**config.mk**
```make
export PLATFORM = sky130hd
export DESIGN_NAME = var_record_sector_deframer
export DESIGN_NICKNAME = d
export VERILOG_FILES = /design/src/vrsd_pkg.sv /design/src/vrsd_parser.sv /design/src/vrsd_emitter.sv /design/src/var_record_sector_deframer.sv
export VERILOG_INCLUDE_DIRS = /design/src /design/src/src
export SDC_FILE = /design/constraint.sdc
export NUM_CORES = 1
export LEC_CHECK = 0
export BUFFER_PORTS_ARGS = -buffer_cell sky130_fd_sc_hd__buf_2
export CORE_MARGIN = 3
export CORE_UTILIZATION = 29
export DETAILED_ROUTE_END_ITERATION = 8
export PLACE_DENSITY = 0.42
export SYNTH_ARGS = -nofsm -noshare
export SYNTH_HDL_FRONTEND = slang
export SYNTH_HIERARCHICAL = 1
export SYNTH_SLANG_ARGS = --single-unit
```
**constraint.sdc**
```tcl
create_clock -name clock -period 8.7 [get_ports clock]
set_clock_uncertainty 0.1 [all_clocks]
set_input_delay 1.74 -clock clock [delete_from_list [all_inputs] [get_ports clock]]
set_output_delay 1.74 -clock clock [all_outputs]
set_load 0.03 [all_outputs]
```
**src/var_record_sector_deframer_assert.svh**
```systemverilog
// Assertion macros for the file that checks this block.
`ifndef VAR_RECORD_SECTOR_DEFRAMER_ASSERT_SVH
`define VAR_RECORD_SECTOR_DEFRAMER_ASSERT_SVH

// Same-cycle implication, disabled during reset.
`define VRSD_ASSERT_IMPLY(lbl, clk, rst, ante, cons) \
   lbl: assert property (@(posedge clk) disable iff (rst) (ante) |-> (cons)) \
      else $error("assertion failed: implication in the same cycle");

// Next-cycle implication, disabled during reset.
`define VRSD_ASSERT_NEXT(lbl, clk, rst, ante, cons) \
   lbl: assert property (@(posedge clk) disable iff (rst) (ante) |=> (cons)) \
      else $error("assertion failed: implication in the next cycle");

`endif

```
**src/vrsd_pkg.sv**
```systemverilog
`timescale 1ns / 1ps

package vrsd_pkg;

   localparam int SECTOR_BYTES = 256;
   localparam int OFFSET_W     = $clog2(SECTOR_BYTES);
   localparam int LIMIT_W      = 24;
   localparam int SUM_W        = 10;

   localparam logic [7:0] LEN_MARK = 8'hFF;
   localparam logic [7:0] NEWLINE  = 8'd10;
   localparam logic [LIMIT_W-1:0] LIMIT_RESET = {LIMIT_W{1'b1}};

   // Bit positions of the pieces a single input item can produce, in output order.
   localparam int PIECE_CHAR = 0;
   localparam int PIECE_NL   = 1;
   localparam int PIECE_END  = 2;

   typedef struct packed {
      logic [7:0] data_byte;
      logic       end_of_data;
   } req_item_type;

   typedef struct packed {
      logic [7:0]         text_char;
      logic               is_end;
      logic [LIMIT_W-1:0] text_length;
      logic               last_of_item;
   } rsp_item_type;

   typedef struct packed {
      logic [2:0]         pieces;
      logic [7:0]         record_char;
      logic [LIMIT_W-1:0] end_length;
   } group_type;

endpackage

```
**src/vrsd_parser.sv**
```systemverilog
`timescale 1ns / 1ps

module vrsd_parser (
   input  logic                         clock,
   input  logic                         reset,
   input  logic                         csr_write_enable,
   input  logic [vrsd_pkg::LIMIT_W-1:0] csr_write_data,
   input  logic                         accept,
   input  vrsd_pkg::req_item_type       item,
   output logic                         group_valid,
   output vrsd_pkg::group_type          group
);

   localparam logic [1:0] MODE_LEN  = 2'd0;
   localparam logic [1:0] MODE_BODY = 2'd1;
   localparam logic [1:0] MODE_SKIP = 2'd2;

   localparam logic [vrsd_pkg::SUM_W-1:0] SECTOR_SUM = vrsd_pkg::SUM_W'(vrsd_pkg::SECTOR_BYTES);
   localparam logic [vrsd_pkg::OFFSET_W:0] SECTOR_WRAP =
      (vrsd_pkg::OFFSET_W+1)'(vrsd_pkg::SECTOR_BYTES);

   logic [vrsd_pkg::LIMIT_W-1:0]  limit_ff;
   logic [vrsd_pkg::OFFSET_W-1:0] offset_ff, offset_in;
   logic [1:0]                    mode_ff, mode_in;
   logic [7:0]                    record_ff, record_in;
   logic [7:0]                    copy_ff, copy_in;
   logic [vrsd_pkg::LIMIT_W-1:0]  emitted_ff, emitted_in;
   logic                          stopped_ff, stopped_in;

   logic [vrsd_pkg::LIMIT_W-1:0]  lim;
   logic [vrsd_pkg::LIMIT_W-1:0]  room;
   logic [vrsd_pkg::SUM_W-1:0]    end_pos;
   logic [vrsd_pkg::OFFSET_W:0]   offset_plus;
   logic [7:0]                    record_next;
   logic                          stop;
   logic                          has_char;
   logic                          has_nl;

   always_comb begin
      lim         = (limit_ff == '0) ? vrsd_pkg::LIMIT_W'(1) : limit_ff;
      room        = lim - emitted_ff - vrsd_pkg::LIMIT_W'(2);
      end_pos     = vrsd_pkg::SUM_W'(offset_ff) + vrsd_pkg::SUM_W'(item.data_byte)
                    + vrsd_pkg::SUM_W'(1);
      offset_plus = {1'b0, offset_ff} + (vrsd_pkg::OFFSET_W+1)'(1);
      record_next = (record_ff != 8'd0) ? record_ff - 8'd1 : 8'd0;
      stop        = stopped_ff || (emitted_ff >= lim - vrsd_pkg::LIMIT_W'(1));

      mode_in    = mode_ff;
      record_in  = record_ff;
      copy_in    = copy_ff;
      stopped_in = stopped_ff;
      has_char   = 1'b0;
      has_nl     = 1'b0;

      case (mode_ff)
         MODE_LEN: begin
            stopped_in = stop;
            if (stop) begin
               mode_in = MODE_SKIP;
            end else if ((item.data_byte == vrsd_pkg::LEN_MARK) || (end_pos > SECTOR_SUM)) begin
               mode_in = MODE_SKIP;
            end else begin
               copy_in   = (vrsd_pkg::LIMIT_W'(item.data_byte) < room) ? item.data_byte
                                                                        : room[7:0];
               record_in = item.data_byte;
               if (item.data_byte == 8'd0) begin
                  has_nl = 1'b1;
               end else begin
                  mode_in = MODE_BODY;
               end
            end
         end
         MODE_BODY: begin
            if (copy_ff != 8'd0) begin
               has_char = 1'b1;
               copy_in  = copy_ff - 8'd1;
            end
            record_in = record_next;
            if (record_next == 8'd0) begin
               has_nl  = 1'b1;
               copy_in = 8'd0;
               mode_in = MODE_LEN;
            end
         end
         default: begin
            mode_in = MODE_SKIP;
         end
      endcase

      emitted_in = emitted_ff + vrsd_pkg::LIMIT_W'(has_char) + vrsd_pkg::LIMIT_W'(has_nl);

      if (offset_plus >= SECTOR_WRAP) begin
         offset_in = '0;
         mode_in   = MODE_LEN;
         record_in = 8'd0;
         copy_in   = 8'd0;
      end else begin
         offset_in = offset_plus[vrsd_pkg::OFFSET_W-1:0];
      end

      group.pieces                       = 3'b000;
      group.pieces[vrsd_pkg::PIECE_CHAR] = has_char;
      group.pieces[vrsd_pkg::PIECE_NL]   = has_nl;
      group.pieces[vrsd_pkg::PIECE_END]  = item.end_of_data;
      group.record_char                  = item.data_byte;
      group.end_length                   = emitted_in;
      group_valid                        = |group.pieces;

      // The end of a file returns the stream state to its reset value.
      if (item.end_of_data) begin
         offset_in  = '0;
         mode_in    = MODE_LEN;
         record_in  = 8'd0;
         copy_in    = 8'd0;
         emitted_in = '0;
         stopped_in = 1'b0;
      end
   end

   always_ff @(posedge clock) begin
      if (reset) begin
         limit_ff   <= vrsd_pkg::LIMIT_RESET;
         offset_ff  <= '0;
         mode_ff    <= MODE_LEN;
         record_ff  <= 8'd0;
         copy_ff    <= 8'd0;
         emitted_ff <= '0;
         stopped_ff <= 1'b0;
      end else begin
         if (csr_write_enable) begin
            limit_ff <= csr_write_data;
         end
         if (accept) begin
            offset_ff  <= offset_in;
            mode_ff    <= mode_in;
            record_ff  <= record_in;
            copy_ff    <= copy_in;
            emitted_ff <= emitted_in;
            stopped_ff <= stopped_in;
         end
      end
   end

endmodule

```
**src/vrsd_emitter.sv**
```systemverilog
`timescale 1ns / 1ps

module vrsd_emitter (
   input  logic                    clock,
   input  logic                    reset,
   input  logic                    push,
   input  vrsd_pkg::group_type     push_group,
   output logic                    full,
   output logic                    rsp_valid,
   input  logic                    rsp_stall,
   output vrsd_pkg::rsp_item_type  rsp_item
);

   vrsd_pkg::group_type entry_ff [2];
   logic       head_ff;
   logic       tail_ff;
   logic [1:0] count_ff;

   vrsd_pkg::group_type head_group;
   logic [2:0] rest;
   logic       take;
   logic       retire;

   always_comb begin
      head_group = entry_ff[head_ff];
      rest       = head_group.pieces & (head_group.pieces - 3'b001);
      rsp_valid  = (count_ff != 2'd0);
      full       = (count_ff == 2'd2);
      take       = rsp_valid && !rsp_stall;
      retire     = take && (rest == 3'b000);

      rsp_item.last_of_item = (rest == 3'b000);
      rsp_item.is_end       = 1'b0;
      rsp_item.text_length  = '0;
      if (head_group.pieces[vrsd_pkg::PIECE_CHAR]) begin
         rsp_item.text_char = head_group.record_char;
      end else if (head_group.pieces[vrsd_pkg::PIECE_NL]) begin
         rsp_item.text_char = vrsd_pkg::NEWLINE;
      end else begin
         rsp_item.text_char   = 8'd0;
         rsp_item.is_end      = 1'b1;
         rsp_item.text_length = head_group.end_length;
      end
   end

   // Payload storage: the head entry loses its first piece as each result is taken.
   always_ff @(posedge clock) begin
      if (take && !retire) begin
         entry_ff[head_ff].pieces <= rest;
      end
      if (push) begin
         entry_ff[tail_ff] <= push_group;
      end
   end

   always_ff @(posedge clock) begin
      if (reset) begin
         head_ff  <= 1'b0;
         tail_ff  <= 1'b0;
         count_ff <= 2'd0;
      end else begin
         if (retire) begin
            head_ff <= ~head_ff;
         end
         if (push) begin
            tail_ff <= ~tail_ff;
         end
         count_ff <= count_ff + 2'(push) - 2'(retire);
      end
   end

endmodule

```
**src/var_record_sector_deframer.sv**
```systemverilog
// Latency: results are buffered; an item's first is offered once older results are taken.
// Throughput: one item per cycle while each item yields at most one result and rsp_stall
// is low; results leave at one per cycle while rsp_stall is low, so an item with two or
// three results holds the input off once the two-entry result buffer is full.
// Reset: synchronous, active high; clears the parser and the buffer, limit to 16777215.
`timescale 1ns / 1ps

module var_record_sector_deframer (
   input  logic                         clock,
   input  logic                         reset,
   input  logic                         csr_write_enable,
   input  logic [vrsd_pkg::LIMIT_W-1:0] csr_write_data,
   input  logic                         req_valid,
   output logic                         req_stall,
   input  vrsd_pkg::req_item_type       req_item,
   output logic                         rsp_valid,
   input  logic                         rsp_stall,
   output vrsd_pkg::rsp_item_type       rsp_item
);

`include "var_record_sector_deframer_assert.svh"

   // An item is accepted whenever the result buffer has a free entry. The parser
   // updates its stream state in that same cycle, so the next byte can follow at once.
   logic                accept;
   logic                group_valid;
   logic                buffer_full;
   vrsd_pkg::group_type group;

   assign req_stall = buffer_full;
   assign accept    = req_valid && !req_stall;

   // The parser holds the sector position, the record counters, the emitted count
   // and the output limit. It turns one byte into a group of up to three results:
   // a record byte, the newline closing a record, and the end result.
   vrsd_parser u_parser (
      .clock            (clock),
      .reset            (reset),
      .csr_write_enable (csr_write_enable),
      .csr_write_data   (csr_write_data),
      .accept           (accept),
      .item             (req_item),
      .group_valid      (group_valid),
      .group            (group)
   );

   // The emitter buffers up to two groups and hands their results out one at a time.
   // Bytes that produce nothing, such as skipped sector tails, never enter the buffer.
   vrsd_emitter u_emitter (
      .clock      (clock),
      .reset      (reset),
      .push       (accept && group_valid),
      .push_group (group),
      .full       (buffer_full),
      .rsp_valid  (rsp_valid),
      .rsp_stall  (rsp_stall),
      .rsp_item   (rsp_item)
   );

   // The end result always closes the group of its item.
   `VRSD_ASSERT_IMPLY(end_is_last, clock, reset, rsp_valid && rsp_item.is_end, rsp_item.last_of_item)
   // Character results carry no length.
   `VRSD_ASSERT_IMPLY(char_no_length, clock, reset, rsp_valid && !rsp_item.is_end, rsp_item.text_length == '0)
   // The last byte of a file always leaves a result waiting.
   `VRSD_ASSERT_NEXT(end_gives_result, clock, reset, accept && req_item.end_of_data, rsp_valid)
   // The input is only held off while results are waiting.
   `VRSD_ASSERT_IMPLY(stall_needs_output, clock, reset, req_stall, rsp_valid)

endmodule
```
Word level (Yosys, flattened, before mapping)
Memory sizes are Yosys's and may differ from the RTL's. A register that Yosys moved wholly into a read port is not among the register bits.
Index checks and enable logic that the tools add are counted.
- $add $sub $neg: 13
- multipliers: 0
- div/mod/pow operators: 0
- $lt $le $gt $ge: 4
- equality and inequality tests: 8
- shifts and indexed selects: 0
- mux-type cells: 44
- bitwise logic cells: 3
- reduce and logical (&&, ||, !) cells: 25
- operator list (kind ; number):
    8-bit two-way mux ; 15
    25-bit two-way mux ; 2
    24-bit by 1-bit adder with 24-bit output ; 2
    24-bit two-way mux ; 2
    8-bit one-hot mux with 2 select lines ; 2
    24-bit greater-or-equal comparator ; 1
    24-bit zero test ; 1
    8-bit by 24-bit less-than comparator with 1-bit output ; 1
    24-bit by 1-bit subtractor with 24-bit output, second input constant ; 1
    24-bit by 2-bit subtractor with 24-bit output, second input constant ; 1
    24-bit subtractor ; 1
    8-bit zero test ; 2
    8-bit nonzero test ; 2
    8-bit by 1-bit subtractor with 8-bit output, second input constant ; 2
    1-bit two-way mux ; 14
    2-bit two-way mux ; 6
    10-bit by 1-bit adder with 10-bit output, second input constant ; 1
    10-bit by 9-bit > comparator with 1-bit output, second input constant ; 1
    8-bit by 1-bit adder with 9-bit output, second input constant ; 1
    8-bit by 8-bit adder with 9-bit output ; 1
    9-bit greater-or-equal comparator, second input constant ; 1
    8-bit equality test, second input constant ; 1
    4-bit inequality test, second input constant ; 2
    6-bit by 4-bit inequality test with 1-bit output, second input constant ; 1
    24 further kinds ; 33
- bits in registers: 79
- bits in latches: 0
- bits in writable memories: 70
- bits in read-only memories: 0
- bits of input ports: 38
- word-level logic and storage cells: 108
- memories kept: 1
- memories (memory ; depth ; bits a word ; rd ports ; clocked after memory_dff ; write ports ; line ; source):
    u_emitter.entry_ff ; 2 ; 35 ; 1 ; 1 ; 2 ; vrsd_emitter.sv:14 ; vrsd_pkg::group_type entry_ff [2];

Depth between registers and ports, before layout
- depth in word-level cells: 11
- gate-level depth with buffers: 30

Modules after synthesis
Netlist, hierarchy kept.
- modules (own cells, without submodules) (module ; times used ; cells each ; area an instance (um^2) ; seq. area each (um^2)):
    vrsd_parser ; 1 ; 1015 ; 7498.4 ; 1501.4
    vrsd_emitter ; 1 ; 201 ; 3052.9 ; 2202.1
    var_record_sector_deframer ; 1 ; 2 ; 15.0 ; 0.0

Least setup slack after synthesis
OpenSTA, ideal clock, no wires.
- path type: input to register
- start point: input req_item[1] in the netlist's numbering
- end point: memory u_emitter/entry_ff[0][23] in the netlist's numbering, data pin
- setup time: 0.266 ns
- arrival time: 6.136 ns
- data required time: 8.334 ns
- path slack: 2.199 ns
- stages on the path: 22
- path buffers: 0
- cell sequence: inv_1 -> ha_1 -> inv_1 -> fa_1 -> a21o_1 -> a21oi_1 -> xnor2_1 -> o2111ai_1 -> nand4b_1 -> o32a_1 -> nor2_1 -> nand2_1 -> o21ai_0 -> fa_1 -> nand2_1 -> or3_1 -> or4_1 -> nor2_1 -> and3_1 -> and3_1 -> and3_1 -> xor2_1
- RTL lines (item ; line ; source):
    from (decl) ; var_record_sector_deframer.sv:15 ; input vrsd_pkg::req_item_type req_item,
    to (decl) ; vrsd_emitter.sv:14 ;

==> impl_metrics.csv <==
group,metric,value,unit
pwr,power_density,197.0,nW/um^2
setup_path,crit_type,"reg -> reg",
clock_tree,worst_setup_hold_path_clk_slew,0.08,ns
sta,period_share,0.8935,
pwr,leakage,4.855,nW
clock_tree,cts_setup_buffers,0,
setup_path,critPathSlowestCell,"o21ai_0",
die,die_w,196.9,um
die,rows,69,
route,ant_nets,0,
route,drt_iter0_drc,455,
die,die_area,38760,sq um
synthesis,ys.flop_type,"dfxtp_1",
layout,n_antenna_cell,0,
sta,setup_viol,0,
sta,whs,0.3689,ns
setup_path,end_kind,"flip-flop",
synthesis,ys_warn_count,6,
setup_path,crit_arrival,7.97,ns
die,die_h,196.9,um
clock_tree,ctsResizeCount,0,
route,routed_wl,30970,um
layout,drive_gt1_frac,0.1136,
global_routing,grt-ovfl-total,0,
setup_path,start_kind,"flip-flop",
clock_tree,htree_levels,4,
route,firstDrtPassIters,6,
route,viasPerCell,5.123,
clock_tree,cts_buffers,17,
clock_tree,clk_latency,0.43,ns
clock_tree,cts_tree,"built",
place,port-buffer-count,73,
clock_tree,clock-root-buffer,"clkbuf_16",
clock_tree,cts_sinks,150,
pwr,finalPower,2.343,mW
sta,slew-limit-headroom,0.2364,
synthesis,synth.avg_cell_area,8.675,sq um
sta,period_needed,7.773,ns
sta,final_hold_viol_count,0,
route,drc,0,
global_routing,grt_max_degree,48,
synthesis,synthCells,1218,
worst_hold_path,min_path_type,"reg -> reg",
global_routing,grt_pass1_wl,48860,um
sta,max_freq,128.6,MHz
setup_path,required,8.90,ns
layout,fin_nets,1397,
sta,setup_ws,0.9269,ns
status,outcome,"completed",
die,core,35740,sq um
sta,setup_tns,0,ns
worst_hold_path,min_path_cells,2,
setup_path,r2r.worst_path.cells,30,
place,placed_cells,1705,
setup_path,critPathMaxStageDelay,0.57,ns
global_routing,grt_pass1_vias,8555,
route,post_drt_wl_per_cell,17.83,um
clock_tree,hold_buffers,0,
setup_path,r2r_slack,0.93,ns
synthesis,synth-edff-count,70,
place,place_congestion,0.8974,
sta,rsz0062_at_grt,"no",
sta,final_max_slew_viol_count,0,
layout,instances_no_fill,1737,
die,initial_core_util,0.2956,
global_routing,antenna_found_initial,0,
place,dp_hpwl,23520,um
synthesis,ys_ff_latch,150,
die,ios,74,
layout,area_growth,12.55,%
synthesis,synthesis.area,10570,sq um
flow_run,drv_cap,0,
synthesis,syn_nets,1352,
synthesis,synth-seq-area-share,0.3505,
setup_path,critPathMaxFanout,6,
clock_tree,clk_path_buf_depth,2,
place,post-place-ws,0.8858,ns
setup_path,cp_common_cell,"nand3_1",
pwr,ir_drop,126.0,uV
synthesis,post_synth_num_cell_types,88,
sta,worstMarginPinSlew,1.145,ns
route,num_vias,8898,
global_routing,gr-usage-all-layers,0.1593,
synthesis,synthArstFlopShare,0,
==> kinds of logic (layout without fill, tap and decap cells) <==
family          after synthesis  after routing  share of synthesized area
compound gates              264            264                     0.1676
mux                          38             38                    0.03754
buf+inv                     161            219                    0.06489
simple gates                435            435                     0.2024
fa+ha+maj                    96             96                     0.1158
flops                       150            150                     0.3505
xor+xnor                     74             74                    0.06134
==> critical path: cells and delay by family (launching register included) <==
kind                       cells  cell delay, ns
AOI/OAI and AO/OA              8            2.10
xor gates and xnor gates       2            0.32
adders and majority gates      3            0.89
buffers and inverters          2            0.25
DFF                            1            0.34
and+or+nand+nor               15            3.64
==> layout make-up <==
class	instances	area (sq um)
flip-flops and latches	150	3705
clock buffers	17	425.4
multi-input cells	907	6180
inverters	106	397.9
clock inverters	15	182.7
fillers	3788	23850
repair buffers	81	425.4
well taps	461	576.8
==> Yosys cell counts, types with 3 or more instances <==
| cell type | instances | area share |
|---|---|---|
| a41o_1 | 3 | 0.0028 |
| nor3b_1 | 3 | 0.0021 |
| or3_1 | 13 | 0.0077 |
| buf_4 | 11 | 0.0078 |
| nand4_1 | 26 | 0.015 |
| nand2_1 | 92 | 0.033 |
| inv_1 | 105 | 0.037 |
| nor2_1 | 137 | 0.049 |
| a221oi_1 | 3 | 0.0025 |
| a211o_1 | 7 | 0.0058 |
| a31oi_1 | 7 | 0.0041 |
| o31ai_1 | 4 | 0.0028 |
| xnor2_1 | 51 | 0.042 |
| clkbuf_1 | 30 | 0.011 |
| ha_1 | 93 | 0.11 |
| and2_1 | 5 | 0.0030 |
| a211oi_1 | 8 | 0.0057 |
| nand4b_1 | 3 | 0.0025 |
| nor2b_1 | 13 | 0.0077 |
| xor2_1 | 23 | 0.019 |
| nand2b_1 | 13 | 0.0077 |
| o211ai_1 | 27 | 0.019 |
| o211a_1 | 3 | 0.0028 |
| nand3_1 | 32 | 0.015 |
| buf_2 | 8 | 0.0038 |
| a21o_1 | 14 | 0.0099 |
| a21oi_1 | 71 | 0.034 |
| nor4_1 | 24 | 0.014 |
| and3_1 | 13 | 0.0077 |
| buf_6 | 4 | 0.0043 |
| mux2i_1 | 31 | 0.029 |
| nor3_1 | 39 | 0.018 |
| o21ai_0 | 56 | 0.027 |
| o21a_1 | 10 | 0.0071 |
| edfxtp_1 | 70 | 0.20 |
| dfxtp_1 | 80 | 0.15 |
| mux2_2 | 5 | 0.0053 |
| fa_1 | 3 | 0.0057 |
| o21bai_1 | 3 | 0.0021 |
| a22oi_1 | 11 | 0.0078 |
| o22ai_1 | 4 | 0.0024 |
==> final timing paths <==
check / endpoint / from
setup / recovery: u_parser/emitted_ff[22] / u_parser/limit_ff[9]
hold / removal: u_parser/copy_ff[6] / u_parser/copy_ff[6]
setup reg to reg: u_parser/emitted_ff[22] / u_parser/limit_ff[9]
hold reg to reg: u_parser/copy_ff[6] / u_parser/copy_ff[6]
==> state kept, by name, indices dropped and copies added (netlist names), named ones only <==
name / flops
u_parser/stopped_ff: 1
u_parser/record_ff: 8
u_parser/emitted_ff: 24
u_emitter/head_ff: 1
u_parser/copy_ff: 8
u_parser/mode_ff: 2
u_emitter/entry_ff: 70
u_emitter/tail_ff: 1
u_parser/offset_ff: 8
u_parser/limit_ff: 24
u_emitter/count_ff: 2
==> per-layer routing <==
metal	up-vias	global-route usage	wire, um
met1	4265	0.2308	15700
met2	150	0.2568	14050
met5	-	0	0
met3	16	0.01829	898
met4	0	0.03379	316
li1	4467	-	-
==> stage by stage <==
step | instance area [sq um] | util
CTS | 11890 | 0.3327
finish | 11890 | 0.3327
global placement | 11280 | 0.3157
detailed placement | 11280 | 0.3157
floorplan | 10570 | -
global route | 11890 | 0.3327
==> layout by cell type (no fill, tap or decap), drive strengths merged, types with 31 or more instances in the layout <==
cell	instances
edfxtp	70
nand2	94
o21ai	58
buf	81
dfxtp	80
xnor2	51
nand3	33
ha	93
a21oi	72
inv	111
nor2	138
nor3	39
mux2i	31
==> where the power goes <==
part / internal, mW / switching (mW)
clock: 0.435 / 0.339
combinational: 0.240 / 0.477
sequential: 0.810 / 0.0419
Power figures use the tool's default switching activity.
